File: src/rtl/core/kmer_bottom_k_sketch_defines.svh
// ----------------------------------------------------------------------------
// kmer bottom-k sketch assertion macros
// concurrent check wrappers, empty when SYNTH is defined
// ----------------------------------------------------------------------------
`ifndef KMER_BOTTOM_K_SKETCH_DEFINES_SVH
`define KMER_BOTTOM_K_SKETCH_DEFINES_SVH

`ifndef SYNTH
`define KBKS_CHECK(lbl, clk, rstn, expr) \
    lbl: assert property (@(posedge clk) disable iff (!rstn) (expr)) \
        else $error("kbks check failed");
`define KBKS_CHECK_IMPL(lbl, clk, rstn, ante, cons) \
    lbl: assert property (@(posedge clk) disable iff (!rstn) (ante) |-> (cons)) \
        else $error("kbks check failed");
`define KBKS_CHECK_NEXT(lbl, clk, rstn, ante, cons) \
    lbl: assert property (@(posedge clk) disable iff (!rstn) (ante) |=> (cons)) \
        else $error("kbks check failed");
`else
`define KBKS_CHECK(lbl, clk, rstn, expr)
`define KBKS_CHECK_IMPL(lbl, clk, rstn, ante, cons)
`define KBKS_CHECK_NEXT(lbl, clk, rstn, ante, cons)
`endif

`endif

File: src/rtl/core/kbks_pkg.sv
// ----------------------------------------------------------------------------
// kbks_pkg
// shared types, codes and constants of the k-mer bottom-k sketch
// ----------------------------------------------------------------------------
package kbks_pkg;

    localparam logic [1:0] ACT_BASE  = 2'd0;
    localparam logic [1:0] ACT_CLEAR = 2'd1;
    localparam logic [1:0] ACT_READ  = 2'd2;

    localparam logic REG_KMER_SIZE   = 1'b0;
    localparam logic REG_SKETCH_SIZE = 1'b1;

    localparam logic [4:0] KMER_SIZE_RESET   = 5'd21;
    localparam logic [7:0] SKETCH_SIZE_RESET = 8'd128;

    localparam logic [63:0] MASK62 = 64'h3FFF_FFFF_FFFF_FFFF;

    typedef struct packed {
        logic [1:0] action;
        logic [7:0] base_byte;
        logic [6:0] entry_index;
    } t_in_word;

    typedef struct packed {
        logic [63:0] hash_value;
        logic        hash_valid;
        logic        inserted;
        logic [7:0]  sketch_count;
    } t_out_word;

    typedef struct packed {
        logic       load;
        logic       hash_en;
        logic [1:0] hash_step;
        logic       cmp_en;
        logic       upd_en;
        logic       out_load;
    } t_dp_cmd;

    typedef struct packed {
        logic fresh;
    } t_dp_status;

    // 2-bit base code, bit 2 set for a non-nucleotide byte
    function automatic logic [2:0] base_code(input logic [7:0] b);
        logic [2:0] c;
        case (b)
            8'h41, 8'h61: c = 3'd0;
            8'h43, 8'h63: c = 3'd1;
            8'h47, 8'h67: c = 3'd2;
            8'h54, 8'h74: c = 3'd3;
            default:      c = 3'd4;
        endcase
        return c;
    endfunction

endpackage

File: src/rtl/core/kbks_ctrl.sv
// ----------------------------------------------------------------------------
// kbks_ctrl
// sequencer for one word: decode, hash rounds, compare, update, result
// ----------------------------------------------------------------------------
`include "kmer_bottom_k_sketch_defines.svh"

module kbks_ctrl (
    input  logic                i_clk,
    input  logic                i_rst_n,
    input  logic                i_in_valid,
    output logic                o_in_stall,
    output logic                o_out_valid,
    input  logic                i_out_stall,
    input  kbks_pkg::t_dp_status i_status,
    output kbks_pkg::t_dp_cmd    o_cmd
);
    import kbks_pkg::*;

    typedef enum logic [2:0] {
        S_IDLE, S_DECIDE, S_H0, S_H1, S_H2, S_H3, S_CMP, S_UPD
    } t_state;

    t_state r_state, n_state;
    logic   r_res_pend, n_res_pend;
    logic   r_out_valid, n_out_valid;
    logic   accept;
    logic   out_free;

    assign accept   = i_in_valid && (r_state == S_IDLE) && !r_res_pend;
    assign out_free = !r_out_valid || !i_out_stall;

    always_comb begin
        o_cmd           = '0;
        o_cmd.load      = accept;
        o_cmd.hash_step = 2'd0;
        case (r_state)
            S_H0: begin
                o_cmd.hash_en   = 1'b1;
                o_cmd.hash_step = 2'd0;
            end
            S_H1: begin
                o_cmd.hash_en   = 1'b1;
                o_cmd.hash_step = 2'd1;
            end
            S_H2: begin
                o_cmd.hash_en   = 1'b1;
                o_cmd.hash_step = 2'd2;
            end
            S_H3: begin
                o_cmd.hash_en   = 1'b1;
                o_cmd.hash_step = 2'd3;
            end
            S_CMP:   o_cmd.cmp_en = 1'b1;
            S_UPD:   o_cmd.upd_en = 1'b1;
            default: o_cmd.cmp_en = 1'b0;
        endcase
        o_cmd.out_load = r_res_pend && out_free;
    end

    always_comb begin
        n_state     = r_state;
        n_res_pend  = r_res_pend;
        n_out_valid = r_out_valid;
        if (o_cmd.out_load) begin
            n_res_pend  = 1'b0;
            n_out_valid = 1'b1;
        end else if (!i_out_stall) begin
            n_out_valid = 1'b0;
        end
        case (r_state)
            S_IDLE: begin
                if (accept) begin
                    n_state = S_DECIDE;
                end
            end
            S_DECIDE: begin
                if (i_status.fresh) begin
                    n_state = S_H0;
                end else begin
                    n_state    = S_IDLE;
                    n_res_pend = 1'b1;
                end
            end
            S_H0:  n_state = S_H1;
            S_H1:  n_state = S_H2;
            S_H2:  n_state = S_H3;
            S_H3:  n_state = S_CMP;
            S_CMP: n_state = S_UPD;
            S_UPD: begin
                n_state    = S_IDLE;
                n_res_pend = 1'b1;
            end
            default: n_state = S_IDLE;
        endcase
    end

    always_ff @(posedge i_clk) begin
        if (!i_rst_n) begin
            r_state     <= S_IDLE;
            r_res_pend  <= 1'b0;
            r_out_valid <= 1'b0;
        end else begin
            r_state     <= n_state;
            r_res_pend  <= n_res_pend;
            r_out_valid <= n_out_valid;
        end
    end

    assign o_in_stall  = (r_state != S_IDLE) || r_res_pend;
    assign o_out_valid = r_out_valid;

    `KBKS_CHECK_NEXT(a_accept_decides, i_clk, i_rst_n, accept, r_state == S_DECIDE)
    `KBKS_CHECK_IMPL(a_upd_after_cmp, i_clk, i_rst_n, o_cmd.upd_en, $past(o_cmd.cmp_en))
    `KBKS_CHECK_IMPL(a_out_from_pend, i_clk, i_rst_n, $rose(o_out_valid), $past(r_res_pend))

endmodule

File: config.mk
export PLATFORM = sky130hd
export DESIGN_NAME = kbks_ctrl
export DESIGN_NICKNAME = d
export VERILOG_FILES = /design/src/rtl/core/kbks_pkg.sv /design/src/rtl/core/kbks_ctrl.sv
export VERILOG_INCLUDE_DIRS = /design/src /design/src/rtl/core
export SDC_FILE = /design/constraint.sdc
export NUM_CORES = 1
export LEC_CHECK = 0
export BUFFER_PORTS_ARGS = -buffer_cell sky130_fd_sc_hd__clkbuf_2
export CAP_MARGIN = 20
export CORE_AREA = 10 10 47 49
export DETAILED_ROUTE_END_ITERATION = 12
export DIE_AREA = 0 0 57 59
export MAX_ROUTING_LAYER = met4
export PLACE_DENSITY = 0.62
export SLEW_MARGIN = 20
export SYNTH_ARGS = -nofsm -noshare
export SYNTH_HDL_FRONTEND = slang
export SYNTH_SLANG_ARGS = --single-unit
export TNS_END_PERCENT = 50
File: constraint.sdc
create_clock -name i_clk -period 1.52 [get_ports i_clk]
set_input_delay 0.304 -clock i_clk [delete_from_list [all_inputs] [get_ports i_clk]]
set_output_delay 0.304 -clock i_clk [all_outputs]
set_load 0.01 [all_outputs]
== After elaboration in Yosys (flattened, before gate mapping) ==
Index checks and enable logic that the tools add are counted.

* Multiplexer cells: 11
* Div/mod/pow operators: 0
* $mul: 0
* Order comparisons: 0
* Shift-type cells: 0
* Bitwise logic cells: 0
* Reductions and logical operators: 10
* Equal/unequal tests: 9
* $add $sub $neg: 0

{| class="wikitable"
|+ Operators by type and width
! cell !! number
|-
| $pmux W3 S8 || 1
|-
| $eq A3 B3 Y1 const B || 4
|-
| $pmux W3 S4 || 1
|-
| $eq A3 B2 Y1 const B || 2
|-
| $mux W1 || 6
|-
| $eq A3 B1 Y1 const B || 1
|-
| $logic_and A1 B1 Y1 || 3
|-
| $logic_not A1 Y1 || 3
|-
| $logic_not A3 Y1 || 1
|-
| $mux W3 || 1
|-
| $reduce_bool A3 Y1 || 1
|-
| $logic_or A1 B1 Y1 || 2
|-
| $mux W2 || 1
|-
| $ne A2 B1 Y1 const B || 1
|-
| $ne A2 B2 Y1 const B || 1
|-
| $pmux W1 S2 || 1
|}

* Register bits after elaboration: 5
* Memories kept: 0
* Output and inout bits: 9
* Logic and storage cells: 33
* Memory bits (read-only): 0
* Latch bits: 0
* RAM bits: 0

== Logic depth before layout (Yosys ltp) ==
* Word-level depth: 6
* Gate-level depth with buffers: 6
* Mapped depth without buffers: 5

== Worst setup path after synthesis ==
OpenSTA, ideal clock, no wires.

* Path kind: register to register
* From: register r_state[1]
* To: register r_state[1]
* Slack: 0.021 ns
* Cell stages (with the launch flop): 7
* Arrival: 1.440 ns
* Library setup time: 0.058 ns
* Period minus slack after synthesis: 1.499 ns
* Cells stage by stage: dfxtp_1 buf_2 inv_1 ha_1 nor3_4 a2111oi_0 o21a_1

* Word-level cells in the longest chain between the ends: 4
* Elaborated cells on any way between the ends: 12
* Classes of those cells: eq/ne (8); mux (1); reduce/logical (3)

{| class="wikitable"
|+ RTL lines
! element !! RTL line !! RTL
|-
| start: declaration || kbks_ctrl.sv:23 || <nowiki>t_state r_state, n_state;</nowiki>
|-
| start signal: assignment || kbks_ctrl.sv:103 || <nowiki>r_state <= n_state;</nowiki>
|-
| parallel branches: the longest is 4 deep, another holds $pmux W3 S8 || -- ||
|}

Parallel ways; which one is timed is not known.
A chain may end at the register's enable or synchronous reset.

== Worst setup path in the final report ==
* From: register r_state[2]
* To: output port o_in_stall

* Word-level cells in the longest chain between the ends: 2

{| class="wikitable"
|+ RTL lines
! element !! RTL line !! RTL
|-
| $reduce_bool A3 Y1 || kbks_ctrl.sv:109 || <nowiki>assign o_in_stall = (r_state != S_IDLE) || r_res_pend;</nowiki>
|-
| $logic_or A1 B1 Y1 || kbks_ctrl.sv:109 ||
|-
| end: declaration || kbks_ctrl.sv:11 || <nowiki>output logic o_in_stall,</nowiki>
|}

Every way passes these cells.

==> results.yml <==
run_status:
  status: "finished with violations"
  violations: "negative setup slack"
setup_path:
  cp_top_family: "simple AND/OR/NAND/NOR gates"
  reg2reg_depth: 6
  r2r_start: "r_state[2]$_SDFFE_PN0P_"
  worstPathCellList: "or4_4, buf_6"
  path_max_fanout: 5
  worstSetupStartpointType: "flip-flop"
  end_kind: "primary output"
  crit_arrival_ns: 1.27
  slowest_stage: "or4_4"
  rrSetupSlack_ns: 0.02
  r2r_end: "r_state[1]$_SDFFE_PN0P_"
  critPathKind: "reg2out"
  crit_path_max_incr_delay_ns: 0.52
  worstPathRequired_ns: 1.22
  path_buf_inv: 1
placed_design:
  routabilityCongestion: 0.731
  dp.cells: 75
  place_hpwl_um: 731
  port-buffer-count: 13
routing:
  num_vias: 405
  routed_via_density: 5.06
  drt_first_iter_violations: 15
  ant_nets: 0
  drc: 0
  routed_wl_mm: 1.12
  wl_per_cell_um: 14.0
  dr.pass1.iters: 4
min_path:
  hold_class: "in2reg"
  worstHoldEndpoint: "r_res_pend$_SDFF_PN0_"
  hold_depth: 3
  hp-start: "i_out_stall"
grt:
  met2_usage: 0.0946
  top_usage_layer: "met2"
  grt_pass1_wl_mm: 1.51
  met3_usage: 0.0107
  track_usage: 0.0590
  antenna_found_initial: 0
  grt_pass1_vias: 344
  overflow: 0
  grtUsageMet1: 0.0581
  grt_max_degree: 9
clock_network:
  postCtsHoldBufs: 0
  clkLatencyLatePin_ns: 0.25
  cts_buffers: 3
  cts.htree.levels: 1
  cts-root-buf: "clkbuf_4"
  clk_pin_slew_ns: 0.05
  cts_tree: "yes"
  cts_buffer_depth: 2
  cts_sinks: 5
pwr:
  totalPowerFinal_mw: 0.386
  p_leak_nw: 0.247
  p_per_area_mw_per_mm2: 706
  ir_drop_mv: 0.314
floorplanning:
  ios: 14
  core_area_mm2: 0.00140
  rows: 14
  die_h_um: 59
  initial_core_util: 0.275
  die_x_um: 57
  dieArea_mm2: 0.00336
yosys:
  synth_top_area_share: 0.260
  synth_edf_count: 0
  yosys-top-cells-area: "dfxtp_1 26%, ha_1 9.7%, nor3_1 6.5%"
  syn_avg_cell_area_um2: 8.20
  yosys_warnings: 0
  syn_inst: 47
  synth_fp_nets: 55
  synth_seq_cells: 5
  synth.cells.most_frequent: "5 x dfxtp_1, 5 x nor3_1, 4 x inv_1, 4 x nor2_1"
  ys.flop_type: "dfxtp_1"
  async_reset_ff_frac: 0
  synthDominantAreaCellType: "dfxtp_1"
  ys_types: 24
  synth-seq-area-share: 0.260
  synth_area_um2: 385
sta:
  finalSetupViolCount: 1
  rsz0062_at_grt: "yes"
  slew_headroom: 0.794
  worstMarginPinSlew_ns: 0.309
  period_share: 1.03
  tns_ns: -0.0518
  setup_slack_ns: -0.0518
  min_period_ns: 1.57
  finalClockSkew_ns: 0.00411
  finalMaxSlewViolations: 0
  hold_violations: 0
  max_freq_mhz: 636
cells_and_area:
  nFillCells: 161
  instances_no_fill: 80
  fin_nets: 73
  n_antenna_cell: 0
  syn2layout_area_growth_pct: 41.9
  drive_above_1_share: 0.500
run:
  drv_cap: 0
metal layers:
| metal | wire, um | vias to the layer above |
|---|---|---|
| met1 | 425 | 188 |
| met3 | 39 | 4 |
| met4 | 40 | 0 |
| met5 | 0 | - |
| li1 | - | 200 |
| met2 | 612 | 13 |
registers in the layout, summed over array words and instances, names as in the netlist:
signal,count
o_out_valid,1
r_state,3
r_res_pend,1
tightest hold or removal path: stages:
cell,delay (ns)
clkbuf_2,0.10
nand4_1,0.07
o21ai_0,0.07
worst max path at each step:
stage                                  from                      end  slack, ns  cells after the start
global placement    r_state[2]$_SDFFE_PN0P_  r_state[1]$_SDFFE_PN0P_       0.03                      4
finish              r_state[2]$_SDFFE_PN0P_               o_in_stall      -0.05                      2
CTS                 r_state[2]$_SDFFE_PN0P_               o_in_stall      -0.03                      2
floorplan           r_state[1]$_SDFFE_PN0P_                 o_cmd[3]       0.02                      4
detailed placement  r_state[2]$_SDFFE_PN0P_  r_state[1]$_SDFFE_PN0P_       0.03                      4
global route        r_state[2]$_SDFFE_PN0P_               o_in_stall      -0.07                      2
through the flow:
| step | setup slack, ns | cell area, um2 | hold slack [ns] | utilization |
|---|---|---|---|---|
| finish | -0.0518 | 547 | 0.323 | 0.390 |
| global route | -0.0719 | 547 | 0.345 | 0.390 |
| CTS | -0.0295 | 518 | 0.322 | 0.370 |
| detailed placement | 0.0330 | 462 | 0.496 | 0.329 |
| global placement | 0.0307 | 462 | 0.495 | 0.329 |
| floorplan | 0.0207 | 385 | 0.422 | - |
repair_timing:
action / in CTS / in global routing
endpoints found under the setup margin: 3 / 4
pin swaps: 1 / 0
setup buffers: 1 / 0
resized for setup: 6 / 11
endpoints found under the hold margin: 0 / 0
gates cloned: 0 / 0
cell usage in the layout (no fill, tap or decap):
master     Yosys  layout
a21oi_1        3       3
a2111oi_2      0       1
nor2_1         4       4
ha_4           0       1
o41ai_1        1       1
nor3_2         0       2
buf_4          3       5
ha_2           0       1
dfxtp_1        5       3
buf_2          1       1
clkbuf_1       0       1
dfxtp_4        0       2
inv_1          4       2
nor3_1         5       3
nor3_4         1       1
nand2_1        1       1
xor2_1         1       1
or4_4          0       1
o21a_1         3       3
or3b_1         1       1
clkbuf_4       0       3
buf_6          1       1
a21boi_0       1       1
a21boi_1       1       1
clkbuf_2       0      11
and3_1         1       1
nor2b_1        2       2
o21ai_0        1       1
inv_4          0       1
inv_2          0       1
ha_1           3       1
nand4_1        1       1
xnor2_1        1       1
cells by family (layout without fill, tap and decap cells):
group                    Yosys count  in the layout  synth area share
AND/OR/NAND/NOR                   17             17             0.263
AO/OA/AOI/OAI                     11             11             0.195
buffers and inverters              9             26             0.140
flip-flops                         5              5             0.260
adder cells (fa/ha/maj)            3              3            0.0974
XOR/XNOR                           2              2            0.0455
area by class of cell:
| type | instances | area, um2 | share of cell area |
|---|---|---|---|
| multi-input combinational | 33 | 267 | 0.487 |
| timing repair buffer | 18 | 109 | 0.199 |
| sequential | 5 | 108 | 0.197 |
| clock buffer | 4 | 26.3 | 0.0481 |
| tap | 16 | 20.0 | 0.0366 |
| inverter | 4 | 17.5 | 0.0320 |
report_power, final:
group / internal (mW) / switching (mW) / total [mW]
combinational: 0.0416 / 0.0412 / 0.0828
clock: 0.0999 / 0.0641 / 0.164
sequential: 0.134 / 0.00508 / 0.139
total: 0.275 / 0.110 / 0.386
No activity file was read; power rests on OpenSTA's default activity.
